`config.mk`:
```
export PLATFORM = sky130hd
export DESIGN_NAME = utf8_bmp_decoder_core_flat
export DESIGN_NICKNAME = d
export VERILOG_FILES = /design/src/design/u8d_pkg.sv /design/src/design/u8d_stream_if.sv /design/src/design/u8d_in_stage.sv /design/src/design/u8d_group_fsm.sv /design/src/design/u8d_out_reg.sv /design/src/design/utf8_bmp_decoder_core.sv /design/src/flat_wrapper.sv
export SDC_FILE = /design/constraint.sdc
export NUM_CORES = 1
export LEC_CHECK = 0
export BUFFER_PORTS_ARGS = -buffer_cell sky130_fd_sc_hd__clkbuf_2
export CAP_MARGIN = 25
export CORE_AREA = 4 4 41 43
export DETAILED_ROUTE_END_ITERATION = 6
export DIE_AREA = 0 0 45 47
export SYNTH_ARGS = -nofsm -noshare
export SYNTH_HDL_FRONTEND = slang
export SYNTH_SLANG_ARGS = --single-unit
```
`constraint.sdc`:
```
create_clock -name clk -period 1.02 [get_ports clk]
set_input_delay 0 -clock clk [delete_from_list [all_inputs] [get_ports clk]]
set_output_delay 0 -clock clk [all_outputs]
set_load 0.01 [all_outputs]
```
`src/design/u8d_pkg.sv`:
```
// ----------------------------------------------------------------------------
// u8d_pkg: shared types and constants of the UTF-8 BMP decoder
// Holds the transaction payloads, the result record passed from the grouping
// logic to the output register, and the code point constants.
// ----------------------------------------------------------------------------
package u8d_pkg;

	localparam logic [15:0] REPLACEMENT_CP = 16'hFFFD;
	localparam logic [15:0] NONCHAR_CP     = 16'hFFFF;

	// Upper bounds of the lead byte ranges.
	localparam logic [7:0] LEAD_ONE_MAX   = 8'h7F;
	localparam logic [7:0] LEAD_TWO_MAX   = 8'hDF;
	localparam logic [7:0] LEAD_THREE_MAX = 8'hEF;

	// Group kinds.
	localparam logic [1:0] KIND_NONE  = 2'd0;
	localparam logic [1:0] KIND_TWO   = 2'd1;
	localparam logic [1:0] KIND_THREE = 2'd2;
	localparam logic [1:0] KIND_SKIP  = 2'd3;

	typedef struct packed {
		logic [7:0] byte_value;
		logic       end_of_text;
	} in_item_t;

	typedef struct packed {
		logic [15:0] code_point;
		logic        text_done;
	} out_item_t;

	// Result of decoding one byte, handed to the output register.
	typedef struct packed {
		logic        valid;
		out_item_t   item;
	} dec_res_t;

	// Grouping state, visible to the top level for checking.
	typedef struct packed {
		logic [1:0] group_kind;
		logic [1:0] bytes_taken;
	} grp_status_t;

endpackage

```
`src/design/u8d_stream_if.sv`:
```
// ----------------------------------------------------------------------------
// u8d_stream_if: valid/ready stream channel
// Carries one payload of type payload_t per transaction.
// ----------------------------------------------------------------------------
interface u8d_stream_if #(
	parameter type payload_t = logic
);
	logic     valid;
	logic     ready;
	payload_t payload;

	modport source (output valid, output payload, input ready);
	modport sink   (input valid, input payload, output ready);
endinterface

```
`src/design/u8d_in_stage.sv`:
```
// ----------------------------------------------------------------------------
// u8d_in_stage: input register
// Captures one byte per transaction and holds it until the grouping logic
// consumes it.
// ----------------------------------------------------------------------------
module u8d_in_stage (
	input  logic              clk,
	input  logic              arst_n,
	input  logic              in_valid,
	output logic              in_ready,
	input  u8d_pkg::in_item_t in_item,
	input  logic              advance,
	output logic              valid_s1,
	output u8d_pkg::in_item_t item_s1
);
	import u8d_pkg::*;

	assign in_ready = !valid_s1 || advance;

	always_ff @(posedge clk or negedge arst_n) begin
		if (!arst_n) begin
			valid_s1 <= 1'b0;
		end else if (in_ready) begin
			valid_s1 <= in_valid;
		end
	end

	always_ff @(posedge clk) begin
		if (in_ready && in_valid) begin
			item_s1 <= in_item;
		end
	end

endmodule

```
`src/design/u8d_group_fsm.sv`:
```
// ----------------------------------------------------------------------------
// u8d_group_fsm: byte grouping state and code point assembly
// Tracks the open group and decides, for the byte in the input register,
// whether it closes a group and what code point results.
// ----------------------------------------------------------------------------
module u8d_group_fsm (
	input  logic                 clk,
	input  logic                 arst_n,
	input  logic                 advance,
	input  u8d_pkg::in_item_t    item_s1,
	output u8d_pkg::dec_res_t    res,
	output u8d_pkg::grp_status_t status
);
	import u8d_pkg::*;

	logic [1:0]  group_kind_q, group_kind_d;
	logic [1:0]  bytes_taken_q, bytes_taken_d;
	logic [7:0]  lead_byte_q, lead_byte_d;
	logic [7:0]  middle_byte_q, middle_byte_d;
	logic [7:0]  b;
	logic        fin;
	logic [15:0] cp_three;

	assign b   = item_s1.byte_value;
	assign fin = item_s1.end_of_text;
	assign cp_three = {lead_byte_q[3:0], middle_byte_q[5:0], b[5:0]};

	always_comb begin
		group_kind_d  = group_kind_q;
		bytes_taken_d = bytes_taken_q;
		lead_byte_d   = lead_byte_q;
		middle_byte_d = middle_byte_q;
		res.valid           = 1'b0;
		res.item.code_point = {8'd0, b};
		res.item.text_done  = fin;
		case (group_kind_q)
			KIND_NONE: begin
				if (b <= LEAD_ONE_MAX) begin
					res.valid = 1'b1;
				end else begin
					if (b <= LEAD_TWO_MAX) begin
						group_kind_d = KIND_TWO;
					end else if (b <= LEAD_THREE_MAX) begin
						group_kind_d = KIND_THREE;
					end else begin
						group_kind_d = KIND_SKIP;
					end
					bytes_taken_d = 2'd1;
					lead_byte_d   = b;
					// A lead byte that ends the text is a truncated group.
					if (fin) begin
						group_kind_d  = KIND_NONE;
						bytes_taken_d = 2'd0;
						lead_byte_d   = 8'd0;
						res.valid           = 1'b1;
						res.item.code_point = REPLACEMENT_CP;
					end
				end
			end
			KIND_TWO: begin
				group_kind_d  = KIND_NONE;
				bytes_taken_d = 2'd0;
				lead_byte_d   = 8'd0;
				middle_byte_d = 8'd0;
				res.valid           = 1'b1;
				res.item.code_point = {5'd0, lead_byte_q[4:0], b[5:0]};
			end
			KIND_THREE: begin
				if (bytes_taken_q < 2'd2) begin
					middle_byte_d = b;
					bytes_taken_d = 2'd2;
					if (fin) begin
						group_kind_d  = KIND_NONE;
						bytes_taken_d = 2'd0;
						lead_byte_d   = 8'd0;
						middle_byte_d = 8'd0;
						res.valid           = 1'b1;
						res.item.code_point = REPLACEMENT_CP;
					end
				end else begin
					group_kind_d  = KIND_NONE;
					bytes_taken_d = 2'd0;
					lead_byte_d   = 8'd0;
					middle_byte_d = 8'd0;
					res.valid           = 1'b1;
					res.item.code_point = (cp_three == NONCHAR_CP) ? REPLACEMENT_CP
						: cp_three;
				end
			end
			default: begin
				// Four-byte group: skipped and replaced as a whole.
				if (bytes_taken_q == 2'd3 || fin) begin
					group_kind_d  = KIND_NONE;
					bytes_taken_d = 2'd0;
					lead_byte_d   = 8'd0;
					middle_byte_d = 8'd0;
					res.valid           = 1'b1;
					res.item.code_point = REPLACEMENT_CP;
				end else begin
					bytes_taken_d = bytes_taken_q + 2'd1;
				end
			end
		endcase
	end

	always_ff @(posedge clk or negedge arst_n) begin
		if (!arst_n) begin
			group_kind_q  <= KIND_NONE;
			bytes_taken_q <= 2'd0;
			lead_byte_q   <= 8'd0;
			middle_byte_q <= 8'd0;
		end else if (advance) begin
			group_kind_q  <= group_kind_d;
			bytes_taken_q <= bytes_taken_d;
			lead_byte_q   <= lead_byte_d;
			middle_byte_q <= middle_byte_d;
		end
	end

	assign status.group_kind  = group_kind_q;
	assign status.bytes_taken = bytes_taken_q;

endmodule

```
`src/design/u8d_out_reg.sv`:
```
// ----------------------------------------------------------------------------
// u8d_out_reg: result register
// Holds one decoded code point until the downstream side takes it, and
// accepts a new one in the same cycle the held one leaves.
// ----------------------------------------------------------------------------
module u8d_out_reg (
	input  logic               clk,
	input  logic               arst_n,
	input  logic               advance,
	input  u8d_pkg::dec_res_t  res,
	output logic               can_take,
	output logic               out_valid,
	input  logic               out_ready,
	output u8d_pkg::out_item_t out_item
);
	import u8d_pkg::*;

	logic      valid_s2;
	out_item_t item_s2;

	assign can_take = !valid_s2 || out_ready;

	always_ff @(posedge clk or negedge arst_n) begin
		if (!arst_n) begin
			valid_s2 <= 1'b0;
		end else if (can_take) begin
			valid_s2 <= advance && res.valid;
		end
	end

	always_ff @(posedge clk) begin
		if (can_take && advance && res.valid) begin
			item_s2 <= res.item;
		end
	end

	assign out_valid = valid_s2;
	assign out_item  = item_s2;

endmodule

```
`src/design/utf8_bmp_decoder_core.sv`:
```
// Path: a byte that closes a group is held in the input register, and its code
// point is registered in the result register and given out from there.
// Throughput: one byte per cycle, set by the single grouping register set that
// each byte updates once; a result left waiting stalls the input as soon as
// the input register also holds a byte.
// Reset: arst_n clears the grouping state and both valid flags at once.
// ----------------------------------------------------------------------------
// utf8_bmp_decoder_core: streaming UTF-8 decoder for the Basic Multilingual Plane
// Groups bytes by their lead byte and gives one 16-bit code point per group,
// with 0xFFFD for four-byte groups, 0xFFFF and truncated groups.
// ----------------------------------------------------------------------------
module utf8_bmp_decoder_core (
	input  logic                clk,
	input  logic                arst_n,
	u8d_stream_if.sink          in_ch,
	u8d_stream_if.source        out_ch
);
	import u8d_pkg::*;

	logic        valid_s1;
	in_item_t    item_s1;
	logic        advance;
	logic        can_take;
	dec_res_t    res;
	grp_status_t status;

	assign advance = valid_s1 && can_take;

	u8d_in_stage u_in_stage (
		.clk      (clk),
		.arst_n   (arst_n),
		.in_valid (in_ch.valid),
		.in_ready (in_ch.ready),
		.in_item  (in_ch.payload),
		.advance  (advance),
		.valid_s1 (valid_s1),
		.item_s1  (item_s1)
	);

	u8d_group_fsm u_group_fsm (
		.clk     (clk),
		.arst_n  (arst_n),
		.advance (advance),
		.item_s1 (item_s1),
		.res     (res),
		.status  (status)
	);

	u8d_out_reg u_out_reg (
		.clk       (clk),
		.arst_n    (arst_n),
		.advance   (advance),
		.res       (res),
		.can_take  (can_take),
		.out_valid (out_ch.valid),
		.out_ready (out_ch.ready),
		.out_item  (out_ch.payload)
	);

	// An open group always has at least its lead byte counted.
	a_open_group_counted: assert property (@(posedge clk) disable iff (!arst_n)
		(status.group_kind == KIND_NONE) == (status.bytes_taken == 2'd0))
		else $error("group state and byte count disagree");

	// A two-byte group is only ever open right after its lead byte.
	a_two_byte_count: assert property (@(posedge clk) disable iff (!arst_n)
		(status.group_kind == KIND_TWO) |-> (status.bytes_taken == 2'd1))
		else $error("two-byte group holds a wrong byte count");

	// The final byte of a text always closes with a result marked done.
	a_final_byte_emits: assert property (@(posedge clk) disable iff (!arst_n)
		(advance && item_s1.end_of_text) |-> (res.valid && res.item.text_done))
		else $error("final byte did not produce a done result");

	// The noncharacter 0xFFFF is never delivered.
	a_no_nonchar: assert property (@(posedge clk) disable iff (!arst_n)
		res.valid |-> (res.item.code_point != NONCHAR_CP))
		else $error("noncharacter code point produced");

endmodule
```
`src/flat_wrapper.sv`:
```
// flat-port wrapper written by rule: the top's interface ports become plain ports
module utf8_bmp_decoder_core_flat import u8d_pkg::*;
  (clk, arst_n, in_ch_valid, in_ch_payload, in_ch_ready, out_ch_valid, out_ch_payload, out_ch_ready);
  u8d_stream_if in_ch_i ();
  u8d_stream_if out_ch_i ();
  input  logic clk;
  input  logic arst_n;
  input wire logic [$bits(in_ch_i.valid)-1:0] in_ch_valid;
  input wire logic [$bits(in_ch_i.payload)-1:0] in_ch_payload;
  output wire logic [$bits(in_ch_i.ready)-1:0] in_ch_ready;
  output wire logic [$bits(out_ch_i.valid)-1:0] out_ch_valid;
  output wire logic [$bits(out_ch_i.payload)-1:0] out_ch_payload;
  input wire logic [$bits(out_ch_i.ready)-1:0] out_ch_ready;
  assign in_ch_i.valid = in_ch_valid;
  assign in_ch_i.payload = in_ch_payload;
  assign in_ch_ready = in_ch_i.ready;
  assign out_ch_valid = out_ch_i.valid;
  assign out_ch_payload = out_ch_i.payload;
  assign out_ch_i.ready = out_ch_ready;
  utf8_bmp_decoder_core u_core (.clk(clk), .arst_n(arst_n), .in_ch(in_ch_i), .out_ch(out_ch_i));
endmodule
```
==> results.sh <==
export IMPL_ff2ff_setup_slack_ns=0.09
export IMPL_max_freq_mhz=1070
export IMPL_vias=126
export IMPL_hp_start="out_ch_ready"
export IMPL_grt_max_degree=4
export IMPL_place_gp_congestion=0.580
export IMPL_p_int_mw=0.349
export IMPL_fin_skew_ns=0.00242
export IMPL_ys_warn_count=0
export IMPL_first_global_vias=151
export IMPL_final_common_cell="clkbuf_2"
export IMPL_clk_latency_ns=0.24
export IMPL_pin_count=8
export IMPL_rsz0062_at_grt="no"
export IMPL_grt_overflow_total=0
export IMPL_synth_area_per_cell_sq_um=16.4
export IMPL_hold_viol_final=0
export IMPL_grt_pass1_wl_um=614
export IMPL_cts_resized=0
export IMPL_clock_tree_root_cell="clkbuf_4"
export IMPL_syn_inst=10
export IMPL_worstSetupStartpoint="u_core.u_out_reg.out_valid$_DFFE_PN0P_"
export IMPL_viasPerCell=3.32
export IMPL_cp_cell_sequence="nand2b_1 -> and2_1"
export IMPL_whs_path_depth=3
export IMPL_die_h_um=47
export IMPL_syn2layout_area_growth_pct=64.9
export IMPL_layout_min_cycle_time_ns=0.931
export IMPL_wl_per_cell_um=8.61
export IMPL_path_buf_inv=0
export IMPL_drtPass1Iterations=1
export IMPL_powerDensity_mw_per_mm2=1650
export IMPL_p_switching_mw=0.0968
export IMPL_crit_family="flip-flops"
export IMPL_nets=30
export IMPL_fin_ws_ns=0.0894
export IMPL_worstPathArrival_ns=0.88
export IMPL_max_stage_delay_ns=0.41
export IMPL_p_leak_nw=0.123
export IMPL_cts_setup_buffers=0
export IMPL_yosysSeqAreaShare=0.672
export IMPL_synthesis_area_sq_um=164
export IMPL_tightest_slew_ns=0.155
export IMPL_htree_levels=1
export IMPL_power_share_clock=0.448
export IMPL_synth_nets=15
export IMPL_required_ns=0.97
export IMPL_pre_cts_ws_ns=0.0800
export IMPL_cts_tree="built"
export IMPL_cap_viol_max_count=0
export IMPL_reg2regPathDepth=2
export IMPL_drt_total_wl_um=327
export IMPL_ir_drop_v=0.000570
export IMPL_crit_reg2reg_capture="u_core.u_out_reg.out_item[0]$_DFFE_PP_"
export IMPL_setup_tns_ns=0
export IMPL_port_buffers=7
export IMPL_critPathCaptureType="register"
export IMPL_worst_setup_path_start_kind="register"
export IMPL_drive_above_1_share=0.522
export IMPL_die_w_um=45
export IMPL_slew_headroom=0.897
export IMPL_drc=0
export IMPL_drtAntennaViolNets=0
export IMPL_slew_violations=0
export IMPL_die_area_sq_mm=0.00212
export IMPL_antenna_found_initial=0
export IMPL_path_max_fanout=3
export IMPL_critical_path_class="reg2reg"
export IMPL_swShare=0.217
export IMPL_setup_viol=0
export IMPL_holdPathEnd="u_core.u_out_reg.out_valid$_DFFE_PN0P_"
export IMPL_outcome="completed"
export IMPL_row_count=13
export IMPL_cts_buffers=3
export IMPL_cp_slowest_cell="dfrtp_1"
export IMPL_hold_path_class="in2reg"
export IMPL_synth_distinct_cells=6
export IMPL_clkTransAtPathRegs_ns=0.04
export IMPL_pwr_share_seq=0.433
export IMPL_fin_crit_sh=0.912
export IMPL_p_comb_frac=0.119
export IMPL_track_usage=0.0508
export IMPL_drtIter0Drc=0
export IMPL_clockBufferDepth=2
export IMPL_synth_seq_cells=4
export IMPL_r2r_start="u_core.u_out_reg.out_valid$_DFFE_PN0P_"
export IMPL_crit_cells=2
export IMPL_cts_sinks=4
export IMPL_final_cell_mix="7 x clkbuf_2, 3 x nand2b_1, 3 x clkbuf_4, 3 x dlygate4sd3_1"
export IMPL_start_util=0.126
export IMPL_n_antenna_cell=0
export IMPL_core_sq_mm=0.00130
[Yosys cell counts]
master / instances / area share
and2_1: 1 / 0.038
and2_4: 1 / 0.053
dfrtp_1: 2 / 0.31
edfxtp_1: 2 / 0.37
nand2b_1: 3 / 0.11
nand3b_4: 1 / 0.12
[state kept, by name, summed over array words and instances, names as in the netlist]
name	count
u_core.u_in_stage.item_s1	1
u_core.u_in_stage.valid_s1	1
u_core.u_out_reg.out_item	1
u_core.u_out_reg.out_valid	1
[timing repair]
item,CTS,global route
hold endpoints to repair,4,0
hold buffers,3,0
setup endpoints to repair,0,0
[per-layer routing]
metal,up-vias,global-route usage,routed length (um)
met5,-,0,0
met4,0,0.0351,0
met3,0,0.0728,69
met2,12,0.0621,127
met1,54,0.0391,130
li1,60,-,-
[cell families (layout without fill, tap and decap cells)]
kind of cell  Yosys count  in the layout  synth area share
simple gates            6              6             0.328
flops                   4              4             0.672
buf+inv                 0             13                 0
[layout make-up]
cell class,instances,area [sq um]
sequential,4,110
multi-input combinational,6,53.8
timing repair buffer,10,65.1
fill,152,1030
clock buffer,3,22.5
tap,15,18.8
[per-stage QoR]
step | utilization | hold WS [ns] | power [mW] | instances | area, sq um
floorplan | - | -0.296 | 0.219 | 10 | 164
global placement | 0.167 | -0.208 | 0.239 | 32 | 218
detailed placement | 0.167 | -0.208 | 0.241 | 32 | 218
CTS | 0.208 | 0.0605 | 0.456 | 38 | 270
global route | 0.208 | 0.0633 | 0.485 | 38 | 270
finish | 0.208 | 0.0578 | 0.445 | 38 | 270
[worst register-to-register path, delay by kind of cell, from the launching register on]
kind	cells	cell delay [ns]
flip-flops	1	0.41
AND/OR/NAND/NOR	2	0.23
[worst max-delay path by stage]
stage / to
2_1_floorplan: u_core.u_in_stage.item_s1[0]$_DFFE_PP_
3_3_place_gp: u_core.u_in_stage.item_s1[0]$_DFFE_PP_
3_5_place_dp: u_core.u_out_reg.out_item[0]$_DFFE_PP_
4_1_cts: u_core.u_out_reg.out_item[0]$_DFFE_PP_
5_1_grt: u_core.u_out_reg.out_item[0]$_DFFE_PP_
6_report: u_core.u_out_reg.out_item[0]$_DFFE_PP_
[power groups by stage]
stage / sequential, mW / combinational (mW) / clock, mW
global route: 0.195 / 0.0596 / 0.231
finish: 0.193 / 0.0531 / 0.200
floorplan: 0.197 / 0.0219 / 0
detailed placement: 0.196 / 0.0456 / 0
global placement: 0.194 / 0.0441 / 0
CTS: 0.193 / 0.0546 / 0.208
No activity file was read; power rests on OpenSTA's default activity.
